`config.mk`:
```
export PLATFORM = sky130hd
export DESIGN_NAME = unsolicited_line_param_parser_flat
export DESIGN_NICKNAME = d
export VERILOG_FILES = /design/src/rtl/core/ulpp_pkg.sv /design/src/rtl/core/ulpp_in_if.sv /design/src/rtl/core/ulpp_out_if.sv /design/src/rtl/core/ulpp_store.sv /design/src/rtl/core/ulpp_parse.sv /design/src/rtl/core/ulpp_emit.sv /design/src/rtl/core/unsolicited_line_param_parser.sv /design/src/flat_wrapper.sv
export SDC_FILE = /design/constraint.sdc
export NUM_CORES = 1
export LEC_CHECK = 0
export BUFFER_PORTS_ARGS = -buffer_cell sky130_fd_sc_hd__buf_2
export CORE_UTILIZATION = 45
export DETAILED_ROUTE_END_ITERATION = 7
export MAX_ROUTING_LAYER = met4
export PLACE_DENSITY = 0.66
export SLEW_MARGIN = 15
export SYNTH_ARGS = -nofsm -noshare
export SYNTH_HDL_FRONTEND = slang
export SYNTH_SLANG_ARGS = --single-unit
```
`constraint.sdc`:
```
create_clock -name clk -period 13.1 [get_ports clk]
set_input_delay 2.62 -clock clk [delete_from_list [all_inputs] [get_ports clk]]
set_output_delay 2.62 -clock clk [all_outputs]
set_load 0.005 [all_outputs]
```
`src/rtl/core/ulpp_pkg.sv`:
```
`timescale 1ns / 1ps
// ----------------------------------------------------------------------------
// ulpp_pkg
// Shared types and character codes of the unsolicited line parameter parser.
// ----------------------------------------------------------------------------
package ulpp_pkg;

  localparam int CNT_W = 4;

  localparam logic [7:0] CH_NUL   = 8'h00;
  localparam logic [7:0] CH_SPACE = 8'h20;
  localparam logic [7:0] CH_QUOTE = 8'h22;
  localparam logic [7:0] CH_COMMA = 8'h2C;
  localparam logic [7:0] CH_MINUS = 8'h2D;
  localparam logic [7:0] CH_ZERO  = 8'h30;
  localparam logic [7:0] CH_NINE  = 8'h39;
  localparam logic [7:0] CH_COLON = 8'h3A;

  typedef enum logic [2:0] {
    PH_SEEK,
    PH_LEAD,
    PH_SEP,
    PH_INT,
    PH_STR,
    PH_DONE
  } phase_t;

  typedef enum logic [1:0] {
    KIND_BYTE,
    KIND_PARAM,
    KIND_SUMMARY
  } kind_t;

  typedef enum logic [1:0] {
    TYPE_NONE,
    TYPE_INT,
    TYPE_STR
  } ptype_t;

  // results caused by one character, in delivery order a, b, c, d, e
  typedef struct packed {
    logic             a_valid;
    logic [CNT_W-1:0] a_idx;
    logic             a_neg;
    logic [31:0]      a_acc;
    logic             b_valid;
    logic [CNT_W-1:0] b_idx;
    logic             b_stored;
    logic [CNT_W-1:0] c_lo;
    logic [CNT_W-1:0] c_hi;
    logic             d_valid;
    logic             d_int;
    logic [CNT_W-1:0] d_idx;
    logic             d_neg;
    logic [31:0]      d_acc;
    logic             e_valid;
    logic [CNT_W-1:0] e_total;
  } plan_t;

endpackage

```
`src/rtl/core/ulpp_in_if.sv`:
```
`timescale 1ns / 1ps
// ----------------------------------------------------------------------------
// ulpp_in_if
// Character channel: one line character and its end-of-line mark.
// ----------------------------------------------------------------------------
interface ulpp_in_if;
  logic       valid;
  logic       ready;
  logic [7:0] char_code;
  logic       end_of_line;

  modport source (output valid, output char_code, output end_of_line, input ready);
  modport sink (input valid, input char_code, input end_of_line, output ready);
endinterface

```
`src/rtl/core/ulpp_out_if.sv`:
```
`timescale 1ns / 1ps
// ----------------------------------------------------------------------------
// ulpp_out_if
// Result channel: string bytes, parameter records and line summaries.
// ----------------------------------------------------------------------------
interface ulpp_out_if;
  logic               valid;
  logic               ready;
  logic [1:0]         record_kind;
  logic [2:0]         param_index;
  logic [1:0]         param_type;
  logic signed [31:0] int_value;
  logic [7:0]         string_byte;
  logic [3:0]         string_length;
  logic               string_stored;
  logic [3:0]         param_total;
  logic               last;

  modport source (
    output valid, output record_kind, output param_index, output param_type,
    output int_value, output string_byte, output string_length,
    output string_stored, output param_total, output last, input ready
  );
  modport sink (
    input valid, input record_kind, input param_index, input param_type,
    input int_value, input string_byte, input string_length,
    input string_stored, input param_total, input last, output ready
  );
endinterface

```
`src/rtl/core/ulpp_store.sv`:
```
`timescale 1ns / 1ps
// ----------------------------------------------------------------------------
// ulpp_store
// String buffer: one write port, one registered read port.
// ----------------------------------------------------------------------------
module ulpp_store #(
  parameter int STRING_CAPACITY = 16,
  localparam int AW = $clog2(STRING_CAPACITY)
) (
  input  logic          clk,
  input  logic          wr_en,
  input  logic [AW-1:0] wr_addr,
  input  logic [7:0]    wr_data,
  input  logic          rd_en,
  input  logic [AW-1:0] rd_addr,
  output logic [7:0]    rd_data
);

  logic [7:0] mem [STRING_CAPACITY];

  always_ff @(posedge clk) begin
    if (wr_en) begin
      mem[wr_addr] <= wr_data;
    end
  end

  always_ff @(posedge clk) begin
    if (rd_en) begin
      rd_data <= mem[rd_addr];
    end
  end

endmodule

```
`src/rtl/core/ulpp_parse.sv`:
```
`timescale 1ns / 1ps
// ----------------------------------------------------------------------------
// ulpp_parse
// Line parse state and the set of results caused by each character.
// ----------------------------------------------------------------------------
module ulpp_parse import ulpp_pkg::*; #(
  parameter int MAX_PARAMS = 8,
  parameter int STRING_CAPACITY = 16,
  localparam int SC_W = $clog2(STRING_CAPACITY + 1),
  localparam int AW = $clog2(STRING_CAPACITY)
) (
  input  logic            clk,
  input  logic            rst,
  input  logic            accept,
  input  logic [7:0]      char_code,
  input  logic            end_of_line,
  output plan_t           plan,
  output logic [SC_W-1:0] plan_scount,
  output logic            wr_en,
  output logic [AW-1:0]   wr_addr,
  output logic [7:0]      wr_data
);

  localparam logic [CNT_W-1:0] MAX_CNT = CNT_W'(MAX_PARAMS);
  localparam logic [SC_W-1:0] CAP = SC_W'(STRING_CAPACITY);

  phase_t           phase, phase_mid, phase_next;
  logic [CNT_W-1:0] cnt, cnt_mid, cnt_next;
  logic [31:0]      acc, acc_mid, acc_next;
  logic             neg, neg_mid, neg_next;
  logic [SC_W-1:0]  scount, scount_mid, scount_next;
  logic             do_start;
  logic             fill;
  logic [CNT_W-1:0] start_k;
  logic             is_digit;
  logic             is_sep;
  logic [31:0]      digit;

  assign is_digit = char_code inside {[CH_ZERO:CH_NINE]};
  assign is_sep   = (char_code == CH_SPACE) || (char_code == CH_COMMA);
  assign digit    = {28'd0, char_code[3:0]};

  assign wr_addr = scount[AW-1:0];
  assign wr_data = char_code;

  // next state
  always_comb begin
    phase_mid  = phase;
    cnt_mid    = cnt;
    acc_mid    = acc;
    neg_mid    = neg;
    scount_mid = scount;
    do_start   = 1'b0;
    fill       = 1'b0;
    start_k    = cnt;
    wr_en      = 1'b0;
    if (char_code == CH_NUL) begin
      if (phase == PH_INT || phase == PH_STR) begin
        cnt_mid = cnt + CNT_W'(1);
      end
      phase_mid = PH_DONE;
    end else begin
      case (phase)
        PH_SEEK: begin
          if (char_code == CH_COLON) begin
            phase_mid = PH_LEAD;
          end
        end
        PH_LEAD: begin
          if (char_code != CH_SPACE) begin
            do_start = 1'b1;
          end
        end
        PH_SEP: begin
          if (!is_sep) begin
            do_start = 1'b1;
          end
        end
        PH_INT: begin
          if (is_digit) begin
            acc_mid = (acc << 3) + (acc << 1) + digit;
          end else begin
            cnt_mid = cnt + CNT_W'(1);
            if (cnt_mid >= MAX_CNT) begin
              phase_mid = PH_DONE;
            end else begin
              phase_mid = PH_SEP;
              start_k   = cnt_mid;
              do_start  = !is_sep;
            end
          end
        end
        PH_STR: begin
          if (char_code == CH_QUOTE) begin
            cnt_mid   = cnt + CNT_W'(1);
            phase_mid = (cnt_mid >= MAX_CNT) ? PH_DONE : PH_SEP;
          end else if (scount < CAP) begin
            wr_en      = accept;
            scount_mid = scount + SC_W'(1);
          end
        end
        default: begin
        end
      endcase
      if (do_start) begin
        if (char_code == CH_QUOTE) begin
          scount_mid = '0;
          phase_mid  = PH_STR;
        end else if (is_digit || char_code == CH_MINUS) begin
          neg_mid   = (char_code == CH_MINUS);
          acc_mid   = (char_code == CH_MINUS) ? 32'd0 : digit;
          phase_mid = PH_INT;
        end else begin
          fill      = 1'b1;
          cnt_mid   = MAX_CNT;
          phase_mid = PH_DONE;
        end
      end
    end
    if (end_of_line) begin
      phase_next  = PH_SEEK;
      cnt_next    = '0;
      acc_next    = '0;
      neg_next    = 1'b0;
      scount_next = '0;
    end else begin
      phase_next  = phase_mid;
      cnt_next    = cnt_mid;
      acc_next    = acc_mid;
      neg_next    = neg_mid;
      scount_next = scount_mid;
    end
  end

  // results of this character
  always_comb begin
    plan        = '0;
    plan_scount = scount;
    if (char_code != CH_NUL && phase == PH_INT && !is_digit) begin
      plan.a_valid = 1'b1;
      plan.a_idx   = cnt;
      plan.a_acc   = acc;
      plan.a_neg   = neg;
    end
    if (char_code != CH_NUL && phase == PH_STR && char_code == CH_QUOTE) begin
      plan.b_valid  = 1'b1;
      plan.b_idx    = cnt;
      plan.b_stored = (scount < CAP);
    end
    if (fill) begin
      plan.c_lo = start_k;
      plan.c_hi = MAX_CNT;
    end
    if (char_code == CH_NUL && (phase == PH_INT || phase == PH_STR)) begin
      plan.d_valid = 1'b1;
      plan.d_int   = (phase == PH_INT);
      plan.d_idx   = cnt;
      plan.d_acc   = acc;
      plan.d_neg   = neg;
    end else if (end_of_line && (phase_mid == PH_INT || phase_mid == PH_STR)) begin
      plan.d_valid = 1'b1;
      plan.d_int   = (phase_mid == PH_INT);
      plan.d_idx   = cnt_mid;
      plan.d_acc   = acc_mid;
      plan.d_neg   = neg_mid;
    end
    if (end_of_line) begin
      plan.e_valid = 1'b1;
      plan.e_total = (phase_mid == PH_INT || phase_mid == PH_STR) ?
                     cnt_mid + CNT_W'(1) : cnt_mid;
    end
  end

  always_ff @(posedge clk) begin
    if (rst) begin
      phase  <= PH_SEEK;
      cnt    <= '0;
      acc    <= '0;
      neg    <= 1'b0;
      scount <= '0;
    end else if (accept) begin
      phase  <= phase_next;
      cnt    <= cnt_next;
      acc    <= acc_next;
      neg    <= neg_next;
      scount <= scount_next;
    end
  end

endmodule

```
`src/rtl/core/ulpp_emit.sv`:
```
`timescale 1ns / 1ps
// ----------------------------------------------------------------------------
// ulpp_emit
// Holds the pending results of one character and releases one per cycle
// into the result register while that register is empty or being read.
// ----------------------------------------------------------------------------
module ulpp_emit import ulpp_pkg::*; #(
  parameter int STRING_CAPACITY = 16,
  localparam int SC_W = $clog2(STRING_CAPACITY + 1),
  localparam int AW = $clog2(STRING_CAPACITY)
) (
  input  logic            clk,
  input  logic            rst,
  input  logic            accept,
  input  plan_t           plan_in,
  input  logic [SC_W-1:0] scount_in,
  output logic            in_ready,
  output logic            rd_en,
  output logic [AW-1:0]   rd_addr,
  input  logic [7:0]      rd_data,
  ulpp_out_if.source      rec_out
);

  plan_t           plan, plan_next;
  logic [SC_W-1:0] bcount;
  logic [SC_W-1:0] bpos, bpos_next;
  logic            busy, more, load;

  kind_t       p_kind;
  logic [2:0]  p_idx;
  ptype_t      p_type;
  logic [31:0] p_val;
  logic [31:0] sel_acc;
  logic        sel_neg;
  logic [3:0]  p_len;
  logic        p_stored;
  logic [3:0]  p_total;
  logic        p_byte;

  logic        out_valid;
  kind_t       o_kind;
  logic [2:0]  o_idx;
  ptype_t      o_type;
  logic [31:0] o_val;
  logic [3:0]  o_len;
  logic        o_stored;
  logic [3:0]  o_total;
  logic        o_last;
  logic        o_byte;

  always_comb begin
    plan_next = plan;
    bpos_next = bpos;
    p_kind    = KIND_SUMMARY;
    p_idx     = '0;
    p_type    = TYPE_NONE;
    sel_acc   = '0;
    sel_neg   = 1'b0;
    p_len     = '0;
    p_stored  = 1'b0;
    p_total   = '0;
    p_byte    = 1'b0;
    if (plan.a_valid) begin
      p_kind            = KIND_PARAM;
      p_idx             = 3'(plan.a_idx);
      p_type            = TYPE_INT;
      sel_acc           = plan.a_acc;
      sel_neg           = plan.a_neg;
      plan_next.a_valid = 1'b0;
    end else if (plan.b_valid) begin
      p_idx  = 3'(plan.b_idx);
      p_type = TYPE_STR;
      if (plan.b_stored && bpos < bcount) begin
        p_kind    = KIND_BYTE;
        p_byte    = 1'b1;
        bpos_next = bpos + SC_W'(1);
      end else begin
        p_kind            = KIND_PARAM;
        p_len             = plan.b_stored ? 4'(bcount) : 4'd0;
        p_stored          = plan.b_stored;
        plan_next.b_valid = 1'b0;
      end
    end else if (plan.c_lo != plan.c_hi) begin
      p_kind         = KIND_PARAM;
      p_idx          = 3'(plan.c_lo);
      plan_next.c_lo = plan.c_lo + CNT_W'(1);
    end else if (plan.d_valid) begin
      p_kind            = KIND_PARAM;
      p_idx             = 3'(plan.d_idx);
      p_type            = plan.d_int ? TYPE_INT : TYPE_NONE;
      sel_acc           = plan.d_int ? plan.d_acc : 32'd0;
      sel_neg           = plan.d_int && plan.d_neg;
      plan_next.d_valid = 1'b0;
    end else if (plan.e_valid) begin
      p_total           = plan.e_total;
      plan_next.e_valid = 1'b0;
    end
    p_val = sel_neg ? (32'd0 - sel_acc) : sel_acc;
  end

  assign busy = plan.a_valid || plan.b_valid || (plan.c_lo != plan.c_hi) ||
                plan.d_valid || plan.e_valid;
  assign more = plan_next.a_valid || plan_next.b_valid ||
                (plan_next.c_lo != plan_next.c_hi) ||
                plan_next.d_valid || plan_next.e_valid;
  assign load     = busy && (!out_valid || rec_out.ready);
  assign in_ready = !busy || (load && !more);
  assign rd_en    = load && p_byte;
  assign rd_addr  = bpos[AW-1:0];

  always_ff @(posedge clk) begin
    if (rst) begin
      plan <= '0;
      bpos <= '0;
    end else if (accept) begin
      plan <= plan_in;
      bpos <= '0;
    end else if (load) begin
      plan <= plan_next;
      bpos <= bpos_next;
    end
  end

  always_ff @(posedge clk) begin
    if (accept) begin
      bcount <= scount_in;
    end
  end

  always_ff @(posedge clk) begin
    if (rst) begin
      out_valid <= 1'b0;
    end else if (load) begin
      out_valid <= 1'b1;
    end else if (rec_out.ready) begin
      out_valid <= 1'b0;
    end
  end

  always_ff @(posedge clk) begin
    if (load) begin
      o_kind   <= p_kind;
      o_idx    <= p_idx;
      o_type   <= p_type;
      o_val    <= p_val;
      o_len    <= p_len;
      o_stored <= p_stored;
      o_total  <= p_total;
      o_last   <= !more;
      o_byte   <= p_byte;
    end
  end

  assign rec_out.valid         = out_valid;
  assign rec_out.record_kind   = o_kind;
  assign rec_out.param_index   = o_idx;
  assign rec_out.param_type    = o_type;
  assign rec_out.int_value     = o_val;
  assign rec_out.string_byte   = o_byte ? rd_data : 8'd0;
  assign rec_out.string_length = o_len;
  assign rec_out.string_stored = o_stored;
  assign rec_out.param_total   = o_total;
  assign rec_out.last          = o_last;

endmodule

```
`src/rtl/core/unsolicited_line_param_parser.sv`:
```
`timescale 1ns / 1ps
// ----------------------------------------------------------------------------
// unsolicited_line_param_parser
// Each result is registered in the pending results, then in the result register.
// Throughput: 1 character per cycle while each causes at most one result and
// rec_out does not stall; a character causing more results holds char_in until
// its last result is loaded into the result register.
// Reset (rst, synchronous): parser back to seeking the colon, pending results
// and result register emptied; the string buffer is not cleared.
// ----------------------------------------------------------------------------
module unsolicited_line_param_parser import ulpp_pkg::*; #(
  parameter int MAX_PARAMS = 8,
  parameter int STRING_CAPACITY = 16
) (
  input logic        clk,
  input logic        rst,
  ulpp_in_if.sink    char_in,
  ulpp_out_if.source rec_out
);

  localparam int SC_W = $clog2(STRING_CAPACITY + 1);
  localparam int AW = $clog2(STRING_CAPACITY);

  plan_t           plan;
  logic [SC_W-1:0] plan_scount;
  logic            in_ready;
  logic            accept;
  logic            wr_en;
  logic [AW-1:0]   wr_addr;
  logic [7:0]      wr_data;
  logic            rd_en;
  logic [AW-1:0]   rd_addr;
  logic [7:0]      rd_data;

  assign accept        = char_in.valid && in_ready;
  assign char_in.ready = in_ready;

  ulpp_parse #(
    .MAX_PARAMS(MAX_PARAMS),
    .STRING_CAPACITY(STRING_CAPACITY)
  ) u_parse (
    .clk(clk),
    .rst(rst),
    .accept(accept),
    .char_code(char_in.char_code),
    .end_of_line(char_in.end_of_line),
    .plan(plan),
    .plan_scount(plan_scount),
    .wr_en(wr_en),
    .wr_addr(wr_addr),
    .wr_data(wr_data)
  );

  ulpp_store #(
    .STRING_CAPACITY(STRING_CAPACITY)
  ) u_store (
    .clk(clk),
    .wr_en(wr_en),
    .wr_addr(wr_addr),
    .wr_data(wr_data),
    .rd_en(rd_en),
    .rd_addr(rd_addr),
    .rd_data(rd_data)
  );

  ulpp_emit #(
    .STRING_CAPACITY(STRING_CAPACITY)
  ) u_emit (
    .clk(clk),
    .rst(rst),
    .accept(accept),
    .plan_in(plan),
    .scount_in(plan_scount),
    .in_ready(in_ready),
    .rd_en(rd_en),
    .rd_addr(rd_addr),
    .rd_data(rd_data),
    .rec_out(rec_out)
  );

endmodule

```
`src/flat_wrapper.sv`:
```
// flat-port wrapper written by rule: the top's interface ports become plain ports
module unsolicited_line_param_parser_flat import ulpp_pkg::*;
#(
  parameter int MAX_PARAMS = 8,
  parameter int STRING_CAPACITY = 16
)
  (clk, rst, char_in_valid, char_in_char_code, char_in_end_of_line, char_in_ready, rec_out_valid, rec_out_record_kind, rec_out_param_index, rec_out_param_type, rec_out_int_value, rec_out_string_byte, rec_out_string_length, rec_out_string_stored, rec_out_param_total, rec_out_last, rec_out_ready);
  ulpp_in_if char_in_i ();
  ulpp_out_if rec_out_i ();
  input logic clk;
  input logic rst;
  input wire logic [$bits(char_in_i.valid)-1:0] char_in_valid;
  input wire logic [$bits(char_in_i.char_code)-1:0] char_in_char_code;
  input wire logic [$bits(char_in_i.end_of_line)-1:0] char_in_end_of_line;
  output wire logic [$bits(char_in_i.ready)-1:0] char_in_ready;
  output wire logic [$bits(rec_out_i.valid)-1:0] rec_out_valid;
  output wire logic [$bits(rec_out_i.record_kind)-1:0] rec_out_record_kind;
  output wire logic [$bits(rec_out_i.param_index)-1:0] rec_out_param_index;
  output wire logic [$bits(rec_out_i.param_type)-1:0] rec_out_param_type;
  output wire logic [$bits(rec_out_i.int_value)-1:0] rec_out_int_value;
  output wire logic [$bits(rec_out_i.string_byte)-1:0] rec_out_string_byte;
  output wire logic [$bits(rec_out_i.string_length)-1:0] rec_out_string_length;
  output wire logic [$bits(rec_out_i.string_stored)-1:0] rec_out_string_stored;
  output wire logic [$bits(rec_out_i.param_total)-1:0] rec_out_param_total;
  output wire logic [$bits(rec_out_i.last)-1:0] rec_out_last;
  input wire logic [$bits(rec_out_i.ready)-1:0] rec_out_ready;
  assign char_in_i.valid = char_in_valid;
  assign char_in_i.char_code = char_in_char_code;
  assign char_in_i.end_of_line = char_in_end_of_line;
  assign char_in_ready = char_in_i.ready;
  assign rec_out_valid = rec_out_i.valid;
  assign rec_out_record_kind = rec_out_i.record_kind;
  assign rec_out_param_index = rec_out_i.param_index;
  assign rec_out_param_type = rec_out_i.param_type;
  assign rec_out_int_value = rec_out_i.int_value;
  assign rec_out_string_byte = rec_out_i.string_byte;
  assign rec_out_string_length = rec_out_i.string_length;
  assign rec_out_string_stored = rec_out_i.string_stored;
  assign rec_out_param_total = rec_out_i.param_total;
  assign rec_out_last = rec_out_i.last;
  assign rec_out_i.ready = rec_out_ready;
  unsolicited_line_param_parser #(.MAX_PARAMS(MAX_PARAMS), .STRING_CAPACITY(STRING_CAPACITY)) u_core (.clk(clk), .rst(rst), .char_in(char_in_i), .rec_out(rec_out_i));
endmodule
```
==> summary.txt, run 1 <==
Clock skew = 0.0274 ns
Die X = 194 um
Hold-fix buffers, CTS = 0
Max-slew violation count = 0
Ports = 72
Worst vdd ir = 0.0911 mV
DR vias/cell = 6.03
Largest net degree at the start of global routing = 102
Clock sink count = 332
Starting density of the core = 0.462
Fin crit period = 6.31 ns
Total track usage = 0.226
Nets@finish = 1613
Max Clock Freq = 159 MHz
#FFs+latches synth = 332
Initial antenna violation count = 4
RSZ-0062 raised after global routing = no
Final wirelength = 41200 um
Status = finished clean
Setup slack at placement = 6.61 ns
YS warnings = 0
Startpoint class of the critical path = input pin
Max-cap viol count = 0
Area grow syn2layout = 10.9%
Lkg Pwr = 6.70 nW
Mapped Area = 16500 um^2
PortBufs = 71
Vias in the first global route = 11700
Tightest Hold Check Type = reg -> reg
Die area = 37500 um^2
Seq/Total Area, Yosys = 0.517
Worst Setup End Kind = primary output
Initial drt markers = 1007
Mean Syn Cell Area = 11.1 um^2
Hold Vio Cnt, Final = 0
Slack of the critical path = 6.79 ns
Final ANT Viol Nets = 0
EDFF count, synth = 191
Crit path required time = 10.48 ns
DIE HEIGHT = 194 um
Crit path kind = in -> out
First-pass GRT wire length = 65300 um
Fin Setup TNS = 0 ns
CTS tree = built
Clock Tree Root = clkbuf_16
Vias post-DR = 12200
Pre-antenna DRT Iters = 5
Clk Latency, worst-skew pair = 0.52 ns
Top FF cell, synth = edfxtp_1
Final hold slack = 0.464 ns
Mapped Nets = 1578
Design Power = 2.63 mW
Most frequent cells in the layout = edfxtp_1, nand2_1, dfxtp_1
Library cells used by synthesis = 86
Core area = 35800 um^2
Setup bufs post-CTS = 0
Post-DR wirelength/cell = 20.4 um
Final setup viols = 0
Post-Synthesis Cells = 1491
Async SR Flop Fraction = 0
Num rows = 69
Power per Cell Area = 143 nW/um^2
Slew @ Worst Pin = 1.11 ns
Drt drc = 0
RD Place Congestion = 0.901
Remaining Overflow, GRT = 0
Tcrit/Tclk final = 0.481
Clk buf depth = 3
# H-tree levels = 2
CTS resizes = 0
Dpl hpwl = 29000 um
Share of cells above drive strength 1 = 0.130
Cts bufs inserted = 35
WP data arrival = 3.69 ns
Commonest non-fill, non-tap cell in the layout = edfxtp_1
CP max FO = 11
Slew Limit Headroom = 0.259
Register clock-pin slew on the reported worst setup and hold paths = 0.06 ns
-- metal layers --
metal	global-route usage	up-vias	wire length (um)	part of all wire
li1	-	5699	-	-
met1	0.302	5998	18300	0.45
met5	-	-	0	0
met3	0.0464	78	3040	0.074
met4	0.0702	0	1090	0.026
met2	0.346	377	18700	0.45
-- final timing paths --
check,from,endpoint,slack [ns],cells past startpoint
setup / recovery,rec_out_ready,char_in_ready,6.79,5
hold / removal,u_core.u_emit.plan[32],u_core.u_emit.plan[32],0.46,2
setup reg to reg,u_core.u_emit.plan[48],u_core.u_emit.plan[14],8.71,10
hold reg to reg,u_core.u_emit.plan[32],u_core.u_emit.plan[32],0.46,2
-- flip-flops by register name, summed over array words and instances, names as in the netlist, 2 cells and up --
register                             cells
u_core.u_emit.plan                      90
u_core.u_emit.rec_out.record_kind        2
u_core.u_emit.bcount                     5
u_core.u_emit.rec_out.param_total        4
u_core.u_parse.plan_scount               5
u_core.u_parse.acc                      32
u_core.u_parse.phase                     3
u_core.u_emit.rec_out.int_value         32
u_core.u_emit.bpos                       5
u_core.u_emit.rec_out.string_length      4
u_core.u_parse.cnt                       4
u_core.u_emit.rec_out.param_index        3
u_core.u_store.rd_data                   8
u_core.u_emit.rec_out.param_type         2
u_core.u_store.mem                     128
-- final cells by class --
type                            count  area [um^2]
Clock buffer                       51          997
Multi-Input combinational cell   1027         7470
Sequential cell                   332         8560
Clock inverter                     12          101
Antenna cell                        3         7.51
Fill cell                        3122        17500
Inverter                           46          175
Tap cell                          461          577
Timing Repair Buffer               84          453
-- Yosys cell counts (11+ instances only) --
| cell | n | area, um^2 |
|---|---|---|
| xnor2_1 | 47 | 412 |
| nor2b_1 | 11 | 68.8 |
| clkbuf_1 | 52 | 195 |
| a22o_1 | 44 | 385 |
| a21o_1 | 18 | 135 |
| inv_1 | 44 | 165 |
| mux4_2 | 40 | 901 |
| nand4_1 | 16 | 100 |
| edfxtp_1 | 191 | 5740 |
| nand3_1 | 26 | 130 |
| buf_2 | 14 | 70.1 |
| o31ai_1 | 18 | 135 |
| nand2_1 | 157 | 589 |
| a22oi_1 | 42 | 315 |
| nor2_1 | 77 | 289 |
| buf_1 | 15 | 56.3 |
| a21oi_1 | 66 | 330 |
| nand2b_1 | 13 | 81.3 |
| o21ai_0 | 131 | 656 |
| and3_1 | 15 | 93.8 |
| ha_1 | 72 | 901 |
| dfxtp_1 | 141 | 2820 |
| and2_1 | 15 | 93.8 |
| xor2_1 | 28 | 245 |
| nor3_1 | 22 | 110 |
-- where the power goes --
part | internal [mW] | switching (mW)
Sequential | 1.23 | 0.0306
Clock | 0.551 | 0.396
Combinational | 0.124 | 0.296
Total | 1.91 | 0.723
-- cells by family (layout without fill, tap and decap cells) --
kind of cell / after synthesis / after routing / share of synthesized area
AO/OA/AOI/OAI: 419 / 419 / 0.169
AND/OR/NAND/NOR: 408 / 408 / 0.122
flip-flops: 332 / 332 / 0.517
buffers and inverters: 132 / 193 / 0.0332
XOR/XNOR: 75 / 75 / 0.0397
adder cells (fa/ha/maj): 74 / 74 / 0.0569
multiplexers: 51 / 51 / 0.0612
other: 0 / 3 / 0
-- per-stage QoR --
step / cell area, um^2 / instances / util
floorplan: 16500 / 1491 / -
global placement: 17200 / 1950 / 0.481
detailed placement: 17200 / 1950 / 0.481
CTS: 18300 / 2013 / 0.512
global route: 18300 / 2016 / 0.512
finish: 18300 / 2016 / 0.512
-- worst max-delay path, cell delays in order --
cell      delay [ns]
buf_2           0.10
nand2b_1        0.25
a21oi_2         0.32
inv_2           0.21
buf_2           0.17
No activity file was read; power rests on OpenSTA's default activity.
==> inputs of run 2 (changes only) <==
--- a/config.mk
+++ b/config.mk
@@ -5,11 +5,12 @@
 export SDC_FILE = /design/constraint.sdc
 export NUM_CORES = 1
 export LEC_CHECK = 0
+export ABC_AREA = 1
 export BUFFER_PORTS_ARGS = -buffer_cell sky130_fd_sc_hd__buf_2
 export CORE_UTILIZATION = 45
 export DETAILED_ROUTE_END_ITERATION = 7
 export MAX_ROUTING_LAYER = met4
-export PLACE_DENSITY = 0.66
+export PLACE_DENSITY = 0.68
 export SLEW_MARGIN = 15
 export SYNTH_ARGS = -nofsm -noshare
 export SYNTH_HDL_FRONTEND = slang
==> constraint.sdc (replaced) <==
create_clock -name clk -period 5.77 [get_ports clk]
set_input_delay 1.154 -clock clk [delete_from_list [all_inputs] [get_ports clk]]
set_output_delay 1.154 -clock clk [all_outputs]
set_load 0.005 [all_outputs]
==> summary.txt, run 2 <==
Status = finished clean
DIE HEIGHT = 204 um
Initial drt markers = 1382
Fin Setup TNS = 0 ns
CP max FO = 16
Drt drc = 0
Tcrit/Tclk final = 0.662
Slack of the critical path = 1.95 ns
Most frequent cells in the layout = nand2_1, nor2_1, inv_1
CTS tree = built
Mapped Nets = 2368
Area grow syn2layout = 9.96%
Most frequent cell after synthesis = nand2_1
Clk Latency, worst-skew pair = 0.56 ns
Remaining Overflow, GRT = 0
Worst Setup End Kind = flip-flop
Commonest non-fill, non-tap cell in the layout = nand2_1
Setup slack at placement = 1.53 ns
Cts bufs inserted = 37
Lkg Pwr = 8.66 nW
Clock skew = 0.0152 ns
Vias in the first global route = 15200
Final hold slack = 0.455 ns
YS warnings = 0
Core area = 39900 um^2
DP Area = 19000 um^2
DR vias/cell = 5.52
Total track usage = 0.254
Largest net degree at the start of global routing = 78
Biggest regs = u_core.u_store.mem x128, u_core.u_emit.plan x90
Crit path kind = reg -> reg
Final setup viols = 0
Startpoint class of the critical path = flip-flop
First-pass GRT wire length = 81000 um
Fin crit period = 3.82 ns
Share of cells above drive strength 1 = 0.0975
Num rows = 73
WL met1 = 21800 um
Die X = 204 um
Max-slew violation count = 0
Nets@finish = 2408
Async SR Flop Fraction = 0
Max-cap viol count = 0
Met3 routed WL = 2920 um
Fillers = 3751
#FFs+latches synth = 332
Final wirelength = 50900 um
Worst vdd ir = 0.197 mV
Max reg flops = 128
Initial antenna violation count = 0
Setup bufs post-CTS = 0
Highest Signal Layer = met4
Die area = 41500 um^2
Hold Vio Cnt, Final = 0
Commonest cells post-synth = nand2_1, inv_1, nor2_1
Power per Cell Area = 307 nW/um^2
ANT cells = 0
Final ANT Viol Nets = 0
Clock sink count = 332
Clk buf depth = 3
# H-tree levels = 2
Dpl hpwl = 35200 um
Mean Syn Cell Area = 8.03 um^2
Core Util, Final = 0.505
Hold-fix buffers, CTS = 0
Starting density of the core = 0.459
RD Place Congestion = 0.938
Tightest Hold Check Type = reg -> reg
CTS resizes = 0
Top reg by flops = u_core.u_store.mem
Clock Tree Root = clkbuf_16
Area leader, netlist = edfxtp_1
RSZ-0062 raised after global routing = no
Pre-antenna DRT Iters = 7
Register clock-pin slew on the reported worst setup and hold paths = 0.06 ns
Ranking of synthesized cells by area = edfxtp_1, dfxtp_1, nand2_1
Post-DR wirelength/cell = 17.7 um
Top FF cell, synth = edfxtp_1
EDFF count, synth = 191
Post-Synthesis Cells = 2281
Seq/Total Area, Yosys = 0.467
Max Clock Freq = 262 MHz
WP data arrival = 3.99 ns
Met2 wire len = 24500 um
Vias post-DR = 15900
Mapped Area = 18300 um^2
Post-synth top area share = 0.313
Slew Limit Headroom = 0.296
Design area = 20100 um^2
Slew @ Worst Pin = 1.06 ns
Ports = 72
Crit path required time = 5.94 ns
Library cells used by synthesis = 51
PortBufs = 71
[run 2: metrics by stage]
stage / total power, mW / instances
final: 6.19 / 2873
after global routing: 6.45 / 2873
after CTS: 6.23 / 2873
after detailed placement: 4.01 / 2807
after global placement: 3.98 / 2806
after floorplan: 3.62 / 2281
[run 2: area by class of cell]
cell class	instances	area, um^2	share of cell area
flip-flops and latches	332	8560	0.425
clock buffers	49	1020	0.0507
repair buffers	89	510	0.0253
clock inverters	17	113	0.00559
inverters	261	985	0.0489
well taps	525	657	0.0326
multi-input cells	1600	8290	0.412
[run 2: kinds of logic after synthesis]
family	count (synthesis)	synth area share
AND/OR/NAND/NOR	1040	0.244
AO/OA/AOI/OAI	444	0.137
flip-flops	332	0.467
XOR/XNOR	42	0.0201
buffers and inverters	349	0.0799
adder cells (fa/ha/maj)	74	0.0514
[run 2: where the power goes]
group          internal, mW  total [mW]  switching (mW)
registers              2.79        2.88          0.0924
clock network          1.26        2.23           0.977
logic                 0.305        1.08           0.771
total                  4.35        6.19            1.84
[run 2: routing by layer]
metal,up-vias,global-route usage
met2,565,0.418
li1,7747,-
met1,7447,0.318
met3,99,0.0313
met4,0,0.0996
met5,-,-
[run 2: critical path, cell delays in order, from the launching register on]
cell and delay [ns]:
dfxtp_1 0.78, ha_1 0.24, nand2_1 0.06, nor2_1 0.08
o21ai_0 0.09, o2111ai_1 0.14, nand2_1 0.10, nand2_1 0.12
nand4_1 0.12, nand2_2 0.11, nand2_4 0.24, nor2_4 0.22
nand2_2 0.12, inv_2 0.09, nand2_1 0.13, nor2_1 0.78
[run 2: final timing paths]
check,start,to,slack [ns],cells after the start
max,u_core.u_emit.bpos[2],u_core.u_store.mem[8][1],1.95,15
min,u_core.u_emit.plan[31],u_core.u_emit.plan[31],0.45,2
max reg2reg,u_core.u_emit.bpos[2],u_core.u_store.mem[8][1],1.95,15
min reg2reg,u_core.u_emit.plan[31],u_core.u_emit.plan[31],0.45,2
==> inputs of run 3 (changes only) <==
==> constraint.sdc (replaced) <==
create_clock -name clk -period 3.3 [get_ports clk]
set_input_delay 0.66 -clock clk [delete_from_list [all_inputs] [get_ports clk]]
set_output_delay 0.66 -clock clk [all_outputs]
set_load 0.005 [all_outputs]
==> summary.txt, run 3 (synthesis gave the netlist of run 2 again) <==
Clock sink count = 332
Top delay family on crit path = compound AO/OA/AOI/OAI gates
Dpl hpwl = 37000 um
Vias in the first global route = 15200
Max reg flops = 128
Drt drc = 0
Die X = 204 um
Area of the multi-input gates = 8290 um^2
Top reg by flops = u_core.u_store.mem
CP max FO = 5
Final setup viols = 0
Max-cap viol count = 0
PortBufs = 71
Remaining Overflow, GRT = 0
Initial drt markers = 1502
RD Place Congestion = 0.919
Crit path required time = 3.73 ns
Setup bufs post-CTS = 0
Core area = 39900 um^2
RSZ-0062 raised after global routing = no
Tightest Hold Check Type = reg -> reg
CP cell instances = ha_1 -> ha_1 -> a21oi_1 -> o21ai_0 -> a21oi_1 -> nand3_1 -> xnor2_1 -> nand2_1 -> o211ai_1 -> o21ai_1 -> nand2_1 -> nand2_1
Biggest regs = u_core.u_store.mem x128, u_core.u_emit.plan x90
Hold-fix buffers, CTS = 0
Seq pwr share = 0.463
Hold Crit Depth = 2
Worst vdd ir = 0.378 mV
Nets@finish = 2462
Crit path kind = reg -> reg
DP Area = 19400 um^2
DIE HEIGHT = 204 um
Power per Cell Area = 528 nW/um^2
Total track usage = 0.257
Clock Tree Root = clkbuf_16
Starting density of the core = 0.459
Crit-path most repeated cell = nand2_1
Most frequent cells in the layout = nand2_1, nor2_1, inv_1
First-pass GRT wire length = 81800 um
Clk Latency, worst-skew pair = 0.54 ns
Cts bufs inserted = 37
Worst Path Buf+Inv = 0
Worst Setup End Kind = flip-flop
Initial antenna violation count = 0
Max Clock Freq = 323 MHz
Final ANT Viol Nets = 0
Tcrit/Tclk final = 0.939
DR vias/cell = 5.48
Status = finished clean
Clk buf depth = 3
Pre-antenna DRT Iters = 5
CTS tree = built
Num rows = 73
Register area = 8560 um^2
Die area = 41500 um^2
Sw Share = 0.289
Final wirelength = 51800 um
Post-DR wirelength/cell = 17.7 um
Internal power = 7.71 mW
Commonest non-fill, non-tap cell in the layout = nand2_1
Largest net degree at the start of global routing = 69
Area grow syn2layout = 12.3%
Hold Vio Cnt, Final = 0
WP data arrival = 3.53 ns
Slew @ Worst Pin = 1.04 ns
Fillers = 3713
CTS resizes = 0
CP peak stage delay = 0.51 ns
Slew Limit Headroom = 0.304
Clock skew = 0.0170 ns
Lkg Pwr = 8.92 nW
Design area = 20600 um^2
FF-to-FF path depth = 12
# H-tree levels = 2
Comb pwr share = 0.181
Share of cells above drive strength 1 = 0.115
Final hold slack = 0.453 ns
Register clock-pin slew on the reported worst setup and hold paths = 0.06 ns
Startpoint class of the critical path = flip-flop
Max-slew violation count = 0
Clock network fraction of total power = 0.355
Worst path depth = 12
Vias post-DR = 16000
Net Switching = 3.14 mW
Fin crit period = 3.10 ns
Ports = 72
Crit-path slowest cell = dfxtp_1
run 3: metrics by stage:
| step | setup slack (ns) | utilization | setup TNS, ns | std cells | power, mW |
|---|---|---|---|---|---|
| floorplan | 0.0720 | - | 0 | 2281 | 6.33 |
| global placement | -0.0484 | 0.487 | -0.0726 | 2860 | 7.02 |
| detailed placement | -0.0969 | 0.487 | -0.319 | 2860 | 7.07 |
| CTS | 0.0856 | 0.515 | 0 | 2924 | 10.9 |
| global route | 0.0171 | 0.515 | 0 | 2925 | 11.3 |
| finish | 0.202 | 0.515 | 0 | 2926 | 10.8 |
run 3: path summary, 6_finish.rpt:
| kind | startpoint | slack, ns | to |
|---|---|---|---|
| worst min-delay path | u_core.u_emit.plan[8] | 0.45 | u_core.u_emit.plan[8] |
| worst max-delay path | u_core.u_parse.acc[17] | 0.20 | u_core.u_emit.plan[24] |
| worst min register to register | u_core.u_emit.plan[8] | 0.45 | u_core.u_emit.plan[8] |
| worst max register to register | u_core.u_parse.acc[17] | 0.20 | u_core.u_emit.plan[24] |
run 3: final cells by class:
type,count,area share
multi-input cells,1600,0.403
repair buffers,143,0.0459
clock inverters,10,0.00383
clock buffers,54,0.0506
flip-flops and latches,332,0.416
inverters,261,0.0480
well taps,525,0.0319
diodes,1,0.000122
run 3: worst register-to-register path: stages, from the launching register on:
cell	delay, ns
dfxtp_1	0.51
ha_1	0.30
ha_1	0.40
a21oi_1	0.22
o21ai_0	0.22
a21oi_1	0.34
nand3_1	0.15
xnor2_1	0.32
nand2_1	0.12
o211ai_1	0.15
o21ai_1	0.14
nand2_1	0.09
nand2_1	0.04
run 3: per-layer routing:
| layer | vias to the layer above | routed length (um) | part of all wire | track usage |
|---|---|---|---|---|
| met5 | - | 0 | 0 | - |
| met4 | 0 | 1700 | 0.033 | 0.0956 |
| met3 | 117 | 2840 | 0.055 | 0.0324 |
| li1 | 7839 | - | - | - |
| met1 | 7569 | 22600 | 0.44 | 0.327 |
| met2 | 519 | 24700 | 0.48 | 0.416 |
run 3: power by group through the flow:
stage	clock network (mW)	registers (mW)	logic, mW
after floorplan	0	5.13	1.21
after global placement	0	5.10	1.92
after detailed placement	0	5.11	1.95
after CTS	3.92	5.03	1.97
after global routing	4.07	5.06	2.18
final	3.86	5.02	1.97
